## config.mk

```make
export PLATFORM = sky130hd
export DESIGN_NAME = debounced_duty_step_selector
export DESIGN_NICKNAME = d
export VERILOG_FILES = /design/src/sv/ddss_pkg.sv /design/src/sv/debounced_duty_step_selector.sv /design/src/sv/ddss_cfg_regs.sv /design/src/sv/ddss_debounce.sv /design/src/sv/ddss_compare.sv
export SDC_FILE = /design/constraint.sdc
export NUM_CORES = 1
export LEC_CHECK = 0
export ABC_CLOCK_PERIOD_IN_PS = 16700
export BUFFER_PORTS_ARGS = -buffer_cell sky130_fd_sc_hd__buf_4
export CORE_UTILIZATION = 64
export DETAILED_ROUTE_END_ITERATION = 10
export GPL_TIMING_DRIVEN = 0
export PLACE_DENSITY = 0.86
export SKIP_LAST_GASP = 1
export SYNTH_ARGS = -nofsm -noshare
export SYNTH_HDL_FRONTEND = slang
export SYNTH_SLANG_ARGS = --single-unit
```

## constraint.sdc

```tcl
create_clock -name i_clk -period 16.7 [get_ports i_clk]
set_clock_uncertainty 0.05 [all_clocks]
set_input_delay 0 -clock i_clk [delete_from_list [all_inputs] [get_ports i_clk]]
set_output_delay 0 -clock i_clk [all_outputs]
set_load 0.005 [all_outputs]
```

## src/sv/ddss_pkg.sv

```systemverilog
// ============================================================================
// ddss_pkg - shared types and constants for the duty step selector
// Word formats, register indexes, duty step codes and reset values.
// ============================================================================
package ddss_pkg;

    localparam int unsigned DEFAULT_TIME_BITS = 32;
    localparam int unsigned CFG_INDEX_BITS    = 2;
    localparam int unsigned CFG_DATA_BITS     = 32;

    localparam logic [31:0] RST_DEBOUNCE_MS = 32'd50;
    localparam logic [15:0] RST_WIDE_TOP    = 16'd320;
    localparam logic [7:0]  RST_NARROW_TOP  = 8'd40;

    typedef enum logic [CFG_INDEX_BITS-1:0] {
        CFG_DEBOUNCE   = 2'd0,
        CFG_WIDE_TOP   = 2'd1,
        CFG_NARROW_TOP = 2'd2
    } t_cfg_index;

    // duty steps, in stepping order
    typedef enum logic [2:0] {
        DUTY_0   = 3'd0,
        DUTY_25  = 3'd1,
        DUTY_50  = 3'd2,
        DUTY_75  = 3'd3,
        DUTY_100 = 3'd4
    } t_duty_step;

    typedef struct packed {
        logic        button_level;
        logic [31:0] now_ms;
    } t_in_word;

    typedef struct packed {
        logic [6:0]  duty_percent;
        logic [15:0] wide_compare;
        logic [7:0]  narrow_compare;
        logic        stable_level;
    } t_out_word;

    typedef struct packed {
        logic [31:0] debounce_ms;
        logic [15:0] wide_top;
        logic [7:0]  narrow_top;
    } t_cfg;

    // debouncer state after the current word
    typedef struct packed {
        logic       stable_level;
        t_duty_step step;
    } t_dbn_status;

    function automatic t_duty_step next_step(input t_duty_step s);
        t_duty_step r;
        unique case (s)
            DUTY_0:   r = DUTY_25;
            DUTY_25:  r = DUTY_50;
            DUTY_50:  r = DUTY_75;
            DUTY_75:  r = DUTY_100;
            DUTY_100: r = DUTY_0;
            default:  r = s;
        endcase
        return r;
    endfunction

    function automatic logic [6:0] step_percent(input t_duty_step s);
        logic [6:0] r;
        unique case (s)
            DUTY_0:   r = 7'd0;
            DUTY_25:  r = 7'd25;
            DUTY_50:  r = 7'd50;
            DUTY_75:  r = 7'd75;
            DUTY_100: r = 7'd100;
            default:  r = 7'd0;
        endcase
        return r;
    endfunction

endpackage

```

## src/sv/debounced_duty_step_selector.sv

```systemverilog
// ============================================================================
// debounced_duty_step_selector - debounced button to fan duty selector
// Input register, debounce/duty update, result register with compare values.
// ============================================================================
// Usage:
//   Input channel (i_in_valid / o_in_ready / i_in): one word per button
//   sample, carrying the raw level and the millisecond time stamp.
//   Output channel (o_out_valid / i_out_ready / o_out): one word per input
//   word, with the duty in percent, the wide and narrow timer compare
//   values and the debounced level after that sample.
//   Config port (i_cfg_we / i_cfg_index / i_cfg_data): single-cycle writes
//   to debounce delay, wide top and narrow top; write only while idle.
// Path: the input register loads on the input accept; the result register
//   loads from it when the result stage is free or its word is taken.
//   Throughput: one word per cycle while the sink takes results; the
//   debounce compare, duty step and compare shift all settle in the cycle
//   between the two registers, with state updated as the word moves on.
// Reset: synchronous active low; both pipeline stages empty, stable level
//   low, duty 25 percent, config back to 50 ms / 320 / 40.
// Stall: a held result keeps the result register; the input register
//   still takes one more word, then o_in_ready drops until the sink drains.
// ============================================================================
module debounced_duty_step_selector #(
    parameter int unsigned TIME_BITS = ddss_pkg::DEFAULT_TIME_BITS
) (
    input  logic                                i_clk,
    input  logic                                i_rst_n,
    input  logic                                i_in_valid,
    output logic                                o_in_ready,
    input  ddss_pkg::t_in_word                  i_in,
    output logic                                o_out_valid,
    input  logic                                i_out_ready,
    output ddss_pkg::t_out_word                 o_out,
    input  logic                                i_cfg_we,
    input  logic [ddss_pkg::CFG_INDEX_BITS-1:0] i_cfg_index,
    input  logic [ddss_pkg::CFG_DATA_BITS-1:0]  i_cfg_data
);
    import ddss_pkg::*;

    // input stage
    logic        r_in_valid;
    t_in_word    r_in;
    // result stage
    logic        r_out_valid;
    t_out_word   r_out;

    t_cfg        w_cfg;
    t_dbn_status w_next;
    logic        w_advance;
    logic [6:0]  w_duty;
    logic [15:0] w_wide;
    logic [7:0]  w_narrow;

    // the held word moves to the result stage when that stage is free
    assign w_advance  = r_in_valid && (!r_out_valid || i_out_ready);
    assign o_in_ready = !r_in_valid || w_advance;

    ddss_cfg_regs u_cfg (
        .i_clk       (i_clk),
        .i_rst_n     (i_rst_n),
        .i_cfg_we    (i_cfg_we),
        .i_cfg_index (i_cfg_index),
        .i_cfg_data  (i_cfg_data),
        .o_cfg       (w_cfg)
    );

    // state commits only when the word leaves the input stage
    ddss_debounce #(
        .TIME_BITS (TIME_BITS)
    ) u_dbn (
        .i_clk         (i_clk),
        .i_rst_n       (i_rst_n),
        .i_en          (w_advance),
        .i_raw         (r_in.button_level),
        .i_now_ms      (r_in.now_ms),
        .i_debounce_ms (w_cfg.debounce_ms),
        .o_next        (w_next)
    );

    ddss_compare u_cmp (
        .i_step           (w_next.step),
        .i_wide_top       (w_cfg.wide_top),
        .i_narrow_top     (w_cfg.narrow_top),
        .o_duty_percent   (w_duty),
        .o_wide_compare   (w_wide),
        .o_narrow_compare (w_narrow)
    );

    // control
    always_ff @(posedge i_clk) begin
        if (!i_rst_n) begin
            r_in_valid  <= 1'b0;
            r_out_valid <= 1'b0;
        end else begin
            if (o_in_ready) begin
                r_in_valid <= i_in_valid;
            end
            if (w_advance) begin
                r_out_valid <= 1'b1;
            end else if (i_out_ready) begin
                r_out_valid <= 1'b0;
            end
        end
    end

    // payload
    always_ff @(posedge i_clk) begin
        if (o_in_ready && i_in_valid) begin
            r_in <= i_in;
        end
        if (w_advance) begin
            r_out.duty_percent   <= w_duty;
            r_out.wide_compare   <= w_wide;
            r_out.narrow_compare <= w_narrow;
            r_out.stable_level   <= w_next.stable_level;
        end
    end

    assign o_out_valid = r_out_valid;
    assign o_out       = r_out;

    // a word in the input stage is never dropped while the result stalls
    a_in_held: assert property (@(posedge i_clk) disable iff (!i_rst_n)
        (r_in_valid && !w_advance) |=> r_in_valid)
        else $error("input stage lost a word under stall");

    // duty is always one of the five steps
    a_duty_legal: assert property (@(posedge i_clk) disable iff (!i_rst_n)
        r_out_valid |-> (r_out.duty_percent == 7'd0 || r_out.duty_percent == 7'd25 ||
                         r_out.duty_percent == 7'd50 || r_out.duty_percent == 7'd75 ||
                         r_out.duty_percent == 7'd100))
        else $error("duty outside the step set");

    // compare values never exceed their tops
    a_cmp_range: assert property (@(posedge i_clk) disable iff (!i_rst_n)
        r_out_valid |-> (r_out.wide_compare <= w_cfg.wide_top) &&
                        (r_out.narrow_compare <= w_cfg.narrow_top))
        else $error("compare value above its top");

endmodule

```

## src/sv/ddss_cfg_regs.sv

```systemverilog
// ============================================================================
// ddss_cfg_regs - configuration register file
// Write-only registers for debounce delay and the two timer tops.
// ============================================================================
module ddss_cfg_regs (
    input  logic                                   i_clk,
    input  logic                                   i_rst_n,
    input  logic                                   i_cfg_we,
    input  logic [ddss_pkg::CFG_INDEX_BITS-1:0]    i_cfg_index,
    input  logic [ddss_pkg::CFG_DATA_BITS-1:0]     i_cfg_data,
    output ddss_pkg::t_cfg                         o_cfg
);
    import ddss_pkg::*;

    t_cfg r_cfg;

    always_ff @(posedge i_clk) begin
        if (!i_rst_n) begin
            r_cfg.debounce_ms <= RST_DEBOUNCE_MS;
            r_cfg.wide_top    <= RST_WIDE_TOP;
            r_cfg.narrow_top  <= RST_NARROW_TOP;
        end else if (i_cfg_we) begin
            unique case (t_cfg_index'(i_cfg_index))
                CFG_DEBOUNCE:   r_cfg.debounce_ms <= i_cfg_data;
                CFG_WIDE_TOP:   r_cfg.wide_top    <= i_cfg_data[15:0];
                CFG_NARROW_TOP: r_cfg.narrow_top  <= i_cfg_data[7:0];
                default: ;  // unused index, ignored
            endcase
        end
    end

    assign o_cfg = r_cfg;

endmodule

```

## src/sv/ddss_debounce.sv

```systemverilog
// ============================================================================
// ddss_debounce - debounce timer and duty stepper
// Tracks raw level changes, accepts a steady level, steps duty on press.
// ============================================================================
module ddss_debounce #(
    parameter int unsigned TIME_BITS = ddss_pkg::DEFAULT_TIME_BITS
) (
    input  logic                   i_clk,
    input  logic                   i_rst_n,
    input  logic                   i_en,
    input  logic                   i_raw,
    input  logic [31:0]            i_now_ms,
    input  logic [31:0]            i_debounce_ms,
    output ddss_pkg::t_dbn_status  o_next
);
    import ddss_pkg::*;

    localparam int unsigned CW = (TIME_BITS > 32) ? TIME_BITS : 32;

    logic                 r_prev_raw;
    logic                 r_stable;
    logic [TIME_BITS-1:0] r_change_time;
    t_duty_step           r_step;

    logic [CW-1:0]        w_now_ext;
    logic [TIME_BITS-1:0] w_now;
    logic                 w_change;
    logic [TIME_BITS-1:0] w_start;
    logic [TIME_BITS-1:0] w_elapsed;
    logic                 w_settled;
    logic                 n_stable;
    t_duty_step           n_step;

    assign w_now_ext = CW'(i_now_ms);
    assign w_now     = w_now_ext[TIME_BITS-1:0];
    assign w_change  = (i_raw != r_prev_raw);
    assign w_start   = w_change ? w_now : r_change_time;
    assign w_elapsed = w_now - w_start;
    assign w_settled = CW'(w_elapsed) > CW'(i_debounce_ms);

    always_comb begin
        n_stable = r_stable;
        n_step   = r_step;
        if (w_settled && (i_raw != r_stable)) begin
            n_stable = i_raw;
            if (i_raw) begin
                n_step = next_step(r_step);
            end
        end
    end

    always_ff @(posedge i_clk) begin
        if (!i_rst_n) begin
            r_prev_raw    <= 1'b0;
            r_stable      <= 1'b0;
            r_change_time <= '0;
            r_step        <= DUTY_25;
        end else if (i_en) begin
            r_prev_raw    <= i_raw;
            r_change_time <= w_start;
            r_stable      <= n_stable;
            r_step        <= n_step;
        end
    end

    assign o_next.stable_level = n_stable;
    assign o_next.step         = n_step;

    // duty only moves on a newly stable high level
    a_step_on_rise: assert property (@(posedge i_clk) disable iff (!i_rst_n)
        (r_step != $past(r_step)) |-> (r_stable && !$past(r_stable)))
        else $error("duty stepped without a rising stable level");

    // stable level only changes after a steady interval, never on a raw edge
    a_no_change_on_edge: assert property (@(posedge i_clk) disable iff (!i_rst_n)
        (i_en && w_change) |-> (n_stable == r_stable))
        else $error("stable level changed on a raw transition");

    // a stalled debouncer keeps its state
    a_hold_when_idle: assert property (@(posedge i_clk) disable iff (!i_rst_n)
        !i_en |=> (r_step == $past(r_step)) && (r_stable == $past(r_stable)))
        else $error("debouncer state moved without an enable");

endmodule

```

## src/sv/ddss_compare.sv

```systemverilog
// ============================================================================
// ddss_compare - timer compare values from duty step
// Duty steps are quarters of full scale, so top*duty/100 is a shift form.
// ============================================================================
module ddss_compare (
    input  ddss_pkg::t_duty_step  i_step,
    input  logic [15:0]           i_wide_top,
    input  logic [7:0]            i_narrow_top,
    output logic [6:0]            o_duty_percent,
    output logic [15:0]           o_wide_compare,
    output logic [7:0]            o_narrow_compare
);
    import ddss_pkg::*;

    logic [17:0] w_wide_x3;
    logic [9:0]  w_narrow_x3;

    // 75 percent: floor(3*top/4)
    assign w_wide_x3   = {2'b00, i_wide_top} + {1'b0, i_wide_top, 1'b0};
    assign w_narrow_x3 = {2'b00, i_narrow_top} + {1'b0, i_narrow_top, 1'b0};

    assign o_duty_percent = step_percent(i_step);

    always_comb begin
        unique case (i_step)
            DUTY_0: begin
                o_wide_compare   = '0;
                o_narrow_compare = '0;
            end
            DUTY_25: begin
                o_wide_compare   = {2'b00, i_wide_top[15:2]};
                o_narrow_compare = {2'b00, i_narrow_top[7:2]};
            end
            DUTY_50: begin
                o_wide_compare   = {1'b0, i_wide_top[15:1]};
                o_narrow_compare = {1'b0, i_narrow_top[7:1]};
            end
            DUTY_75: begin
                o_wide_compare   = w_wide_x3[17:2];
                o_narrow_compare = w_narrow_x3[9:2];
            end
            DUTY_100: begin
                o_wide_compare   = i_wide_top;
                o_narrow_compare = i_narrow_top;
            end
            default: begin
                o_wide_compare   = '0;
                o_narrow_compare = '0;
            end
        endcase
    end

endmodule
```

=== After elaboration in Yosys (flattened, before gate mapping) ===
Cells that the tools add are included.

* Register bits after elaboration: 160
* Logic and storage cells: 54

* Magnitude comparators: 1
* Equality and inequality tests: 12
* Mux-type cells: 10
* Reductions and logical operators: 13
* $add $sub $neg: 3

{| class="wikitable"
|+ Operators by type and width
! cell !! number
|-
| 16-bit case mux with 4 select lines || 1
|-
| 32-bit greater-than comparator || 1
|-
| 32-bit two-way mux || 1
|-
| 8-bit case mux with 4 select lines || 1
|-
| 32-bit subtractor || 1
|-
| 7-bit case mux with 4 select lines || 1
|-
| 16-bit by 17-bit adder with 18-bit output || 1
|-
| 3-bit case mux with 5 select lines || 1
|-
| 3-bit by 2-bit equality test with 1-bit output, second input constant || 4
|-
| 8-bit by 9-bit adder with 10-bit output || 1
|-
| 3-bit by 1-bit equality test with 1-bit output, second input constant || 2
|-
| 3-bit equality test, second input constant || 2
|-
| 3-bit two-way mux || 2
|-
| 2-bit AND reduction || 3
|-
| 1-bit logical AND || 3
|-
| 3-bit logical NOT || 1
|-
| 1-bit two-way mux || 3
|-
| 2-bit by 1-bit equality test with 1-bit output, second input constant || 1
|-
| 2-bit equality test, second input constant || 1
|-
| 1-bit logical NOT || 2
|-
| 2-bit logical NOT || 1
|-
| 1-bit logical OR || 2
|-
| 1-bit inequality test || 2
|-
| 2-bit nonzero test || 1
|}

=== Longest topological paths before layout ===
* Depth in word-level cells: 8
* Gate-level depth with buffers: 26

=== By module ===
A second synthesis with hierarchy kept.

* Cells, all modules: 1,104
* Area, all modules: 10,297.4 µm²

{| class="wikitable"
|+ By module, submodules not included
! module !! area each (µm²) !! cells each !! seq. area each (µm²) !! instances
|-
| ddss_debounce || 4,356.7 || 558 || 740.7 || 1
|-
| ddss_cfg_regs || 2,233.4 || 225 || 1,121.1 || 1
|-
| debounced_duty_step_selector || 2,055.7 || 74 || 1,991.9 || 1
|-
| ddss_compare || 1,651.6 || 247 || 0.0 || 1
|}

=== Worst setup path before layout ===
No wires, ideal clock.

* Path type: reg2reg
* Start point: register r_in[32] in the netlist's numbering
* End point: register r_out (netlist bit o_out[1]), data pin
* Path slack: 10.733 ns
* Arrival time: 5.656 ns
* Path buffers: 1
* Required time: 16.389 ns
* Stages on the path, launching flop included: 24
* Path through: edfxtp_1 xnor2_1 buf_2 nand2_1 o21ai_0 ha_1 inv_1 ha_1 o311ai_2 nand4b_1 a2111o_1 a31o_4 or2_1 nor3b_1 nor4_1 a211oi_1 ha_1 nand4_1 or4_1 o211ai_2 nand2_1 mux2i_2 a22o_1 a221o_1

* Cells in the longest elaborated chain, start to end: 8
* Elaborated cells between the ends (all ways): 13

{| class="wikitable"
|+ Ends and longest elaborated chain
! item !! line !! source
|-
| from (decl) || debounced_duty_step_selector.sv:42 || <nowiki>t_in_word r_in;</nowiki>
|-
| from (signal assigned) || debounced_duty_step_selector.sv:109 || <nowiki>r_in <= i_in;</nowiki>
|-
| 1-bit inequality test * || ddss_debounce.sv:36 || <nowiki>assign w_change = (i_raw != r_prev_raw);</nowiki>
|-
| 32-bit two-way mux * || ddss_debounce.sv:37 || <nowiki>assign w_start = w_change ? w_now : r_change_time;</nowiki>
|-
| net u_dbn.w_start[0] || ddss_debounce.sv:28 || <nowiki>logic [TIME_BITS-1:0] w_start;</nowiki>
|-
| 32-bit subtractor * || ddss_debounce.sv:38 || <nowiki>assign w_elapsed = w_now - w_start;</nowiki>
|-
| 32-bit greater-than comparator * || ddss_debounce.sv:39 || <nowiki>assign w_settled = CW'(w_elapsed) > CW'(i_debounce_ms);</nowiki>
|-
| 1-bit logical AND * || ddss_debounce.sv:44 || <nowiki>if (w_settled && (i_raw != r_stable)) begin</nowiki>
|-
| 3-bit two-way mux * || ddss_debounce.sv:44 ||
|-
| 3-bit equality test (tied with other cells) || ddss_compare.sv:25 || <nowiki>unique case (i_step)</nowiki>
|-
| 8-bit case mux with 4 select lines * || ddss_compare.sv:25 ||
|-
| net u_cmp.o_narrow_compare[0] || ddss_compare.sv:11 || <nowiki>output logic [7:0] o_narrow_compare</nowiki>
|-
| to (decl) || debounced_duty_step_selector.sv:45 || <nowiki>t_out_word r_out;</nowiki>
|}

Mark *: on every way through the listed nets, which the timed path passes. The rest lies on a longest branch.
A chain may end at the register's enable or synchronous reset.

=== Worst setup path after layout ===
* Start point: register r_in[32] in the netlist's numbering
* End point: register r_out (netlist bit o_out[2]), data pin

* Cells in the longest elaborated chain, start to end: 8
* Elaborated cells between the ends (all ways): 13

{| class="wikitable"
|+ Ends and longest elaborated chain
! item !! line
|-
| 1-bit inequality test || ddss_debounce.sv:36
|-
| 32-bit two-way mux || ddss_debounce.sv:37
|-
| 32-bit subtractor || ddss_debounce.sv:38
|-
| 32-bit greater-than comparator || ddss_debounce.sv:39
|-
| 1-bit logical AND || ddss_debounce.sv:44
|-
| 3-bit two-way mux * || ddss_debounce.sv:44
|-
| 3-bit equality test (tied with other cells) || ddss_compare.sv:25
|-
| 8-bit case mux with 4 select lines * || ddss_compare.sv:25
|-
| net u_cmp.o_narrow_compare[1] || ddss_compare.sv:11
|}

Marks and branches as above.

==> flow_summary.ini <==
[outcome]
status = finished, final reports clean

[route]
ant_nets = 0
first_pass_iters = 5
drt_iter0_markers = 843
route.detailed.drc = 0
route.vias.total = 9118
viasPerCell = 6.17
post_drt_wl_per_cell_um = 18.6
routed_wl_um = 27400

[setup_path]
crit_type = flop to flop
critPathMaxStageDelay_ns = 0.80
regToRegEndpoint = o_out[2]$_DFFE_PP_
ff2ff_setup_slack_ns = 8.84
path_depth = 22
worstPathRequired_ns = 16.91
path_cells = xor2_2 > buf_2 > buf_1 > mux2i_1 > ha_1 > a21o_1 > a21oi_1 > nand2_1 > a211oi_2 > o31ai_1 > a221o_1 > a41oi_1 > xnor2_1 > ha_1 > nand4_1 > or4_1 > o211ai_2 > a21oi_1 > nor4b_1 > clkbuf_1 > nand2_1 > o211ai_1
cp_top_family = compound AO/OA/AOI/OAI gates
slowest_stage = nor4b_1
worstSetupEndpoint = o_out[2]$_DFFE_PP_
cp.arrival_ns = 8.07
critical_path_buf_inv_count = 3
start_kind = flop
crit_path_end_kind = flop
crit_start = r_in[32]$_DFFE_PP_
crit_fanout = 10
rr_startpoint = r_in[32]$_DFFE_PP_
rr_worst_depth = 22

[floorplan]
io_pins = 106
die_width_um = 126
start_util_pct = 65.4
coreArea_um2 = 15100
die_h_um = 126
rows = 45
die_area_um2 = 16000

[synth]
synth_nets = 1227
synth_common_cells = nand2_1, dfxtp_1, ha_1, a21oi_1, edfxtp_1
synth_top_family_by_area = compound AO/OA/AOI/OAI gates
synth_cell_types = 78
ys_ff_latch = 159
synth_ff_type = dfxtp_1
synth_area_leaders = edfxtp_1, dfxtp_1, ha_1
synthSimpleGateAreaFrac_pct = 15.6
synth_xor_area_share_pct = 4.23
synthArstFlopShare_pct = 0
synthesis.area_um2 = 9910
synth.area.mux_share_pct = 4.27
synth_edf_count = 64
avgSynthCellArea_um2 = 9.24
synth.most_common_cell = nand2_1
yosys.area.top_type = edfxtp_1
synthAdderAreaFrac_pct = 10.6
yosys.area.top_type_share_pct = 19.4
synth_compound_area_share_pct = 22.7
synthCells = 1073
yosys_warnings = 0
ys_seq_area_share_pct = 38.6

[clock_network]
cts_buffer_depth = 2
path_clk_slew_ns = 0.07
clock-root-buffer = clkbuf_16
htree_levels = 4
postCtsSetupBuffers = 0
cts_made_buffers = 17
clock_sinks = 159
insertion_delay_ns = 0.44
ctsResizeCount = 0
cts_tree = yes

[layout]
final_core_util_pct = 81.6
area_delta_synth_final_pct = 24.6
final_cells = 1477
drive_above_1_share_pct = 13.9
insertedDiodeCount = 0
fin_nets = 1430

[timing]
tightest_slew_ns = 0.937
min_period_over_period_pct = 47.1
setup_viol = 0
timing.fmax_ghz = 0.127
drv_slew = 0
slew_headroom_pct = 36.7
final_hold_viol_count = 0
period_needed_ns = 7.86
hold_ws_ns = 0.0418
setup_tns_ns = 0
rsz0062_at_grt = no

[pwr]
p_comb_share_pct = 29.1
p_seq_share_pct = 37.3
p_per_area_nw_per_um2 = 96.7
p_switching_uw = 379
p_int_uw = 816
ir_drop_uv = 72.9
leakage_nw = 5.28
finalPower_mw = 1.19
p_clk_share_pct = 33.5
switching_share_pct = 31.7

[flow_run]
maxCapViolCount = 0

[place]
numPortBuffers = 104
place_congestion = 0.958
dp_hpwl_um = 18100
place_inst = 1367

[grt]
grt_pass1_wl_um = 44800
globalRouteOverflowTotal = 0
grt_max_degree = 34
grt_pass1_vias = 9166
grt_antenna_before_repair = 0
track_usage_pct = 35.7

[hold_path]
min-delay-path-class = primary input to flop
state kept, by name, indices dropped and copies added (netlist names):
register,flops
o_out_valid,1
o_out,31
u_dbn.r_stable,1
r_in_valid,1
u_dbn.r_prev_raw,1
u_dbn.r_step,3
u_cfg.o_cfg,56
u_dbn.r_change_time,32
r_in,33
worst register-to-register path, cell delays in order (launching register included):
cell	delay, ns
edfxtp_1	0.48
xor2_2	0.29
buf_2	0.37
buf_1	0.67
mux2i_1	0.32
ha_1	0.32
a21o_1	0.23
a21oi_1	0.29
nand2_1	0.12
a211oi_2	0.31
o31ai_1	0.22
a221o_1	0.39
a41oi_1	0.27
xnor2_1	0.12
ha_1	0.31
nand4_1	0.16
or4_1	0.60
o211ai_2	0.39
a21oi_1	0.17
nor4b_1	0.80
clkbuf_1	0.53
nand2_1	0.13
o211ai_1	0.14
cell type report:
class / instances / area, um^2
buffer: 50 / 213
clock buffer: 23 / 544
clock inverter: 9 / 61.3
fill: 911 / 2790
inverter: 49 / 184
multi-input combinational: 815 / 5700
sequential: 159 / 3820
tap: 188 / 235
timing repair buffer: 184 / 1590
metal layers:
layer / track usage (%) / part of all wire (%) / routed length (um)
met1: 39.2 / 38 / 10400
met2: 64.1 / 50 / 13600
met3: 6.37 / 6.8 / 1860
met4: 22.0 / 5.6 / 1550
met5: 0 / 0 / 0
cells by family (layout without fill, tap and decap cells):
family	after synthesis	count (layout)
mux	41	41
xor+xnor	47	47
simple gates	334	334
buf+inv	99	315
fa+ha+maj	83	83
flops	159	159
compound gates	310	310
stage by stage:
stage / area, um^2 / setup slack (ns)
after floorplan: 9910 / 10.73
after global placement: 10900 / 9.30
after detailed placement: 11000 / 9.17
after CTS: 12400 / 9.06
after global routing: 12400 / 8.59
final: 12400 / 8.84
power by group through the flow:
stage	clock, mW	sequential [mW]	combinational [mW]
CTS	0.395	0.445	0.338
global placement	0	0.453	0.308
global route	0.416	0.448	0.382
finish	0.401	0.446	0.348
floorplan	0	0.450	0.230
detailed placement	0	0.453	0.319
worst min-delay path by stage:
stage          slack, ns                            to  depth (start not counted)      from
2_1_floorplan       0.05             r_in[0]$_DFFE_PP_                          0   i_in[0]
3_3_place_gp        0.13            r_in[30]$_DFFE_PP_                          1  i_in[30]
3_5_place_dp        0.13            r_in[25]$_DFFE_PP_                          1  i_in[25]
4_1_cts             0.03  u_cfg.o_cfg[19]$_SDFFE_PN0P_                          2   i_rst_n
5_1_grt             0.05  u_cfg.o_cfg[42]$_SDFFE_PN0P_                          2   i_rst_n
6_report            0.04  u_cfg.o_cfg[23]$_SDFFE_PN0P_                          2   i_rst_n
layout by cell type (no fill, tap or decap), drive strengths merged, types with 4 or more instances in the layout:
cell type    instances
a21boi              53
a21o                28
a21oi               66
a221o                5
a22oi               19
a31oi                4
and2                 7
buf                122
clkbuf              57
clkinv               4
dfxtp               95
dlygate4sd3         78
edfxtp              64
ha                  80
inv                 54
mux2                 4
mux2i               37
nand2              199
nand2b              15
nand3               17
nand4               13
nor2                24
nor2b               24
nor3                 6
nor3b                5
o211a               24
o211ai              25
o21a                 5
o21ai               34
o21bai              14
or2                  6
xnor2               29
xor2                18
what timing repair did:
action	in CTS	in global routing
hold endpoints to repair	91	0
hold buffers	78	0
setup endpoints to repair	0	0
Power figures use the tool's default switching activity.
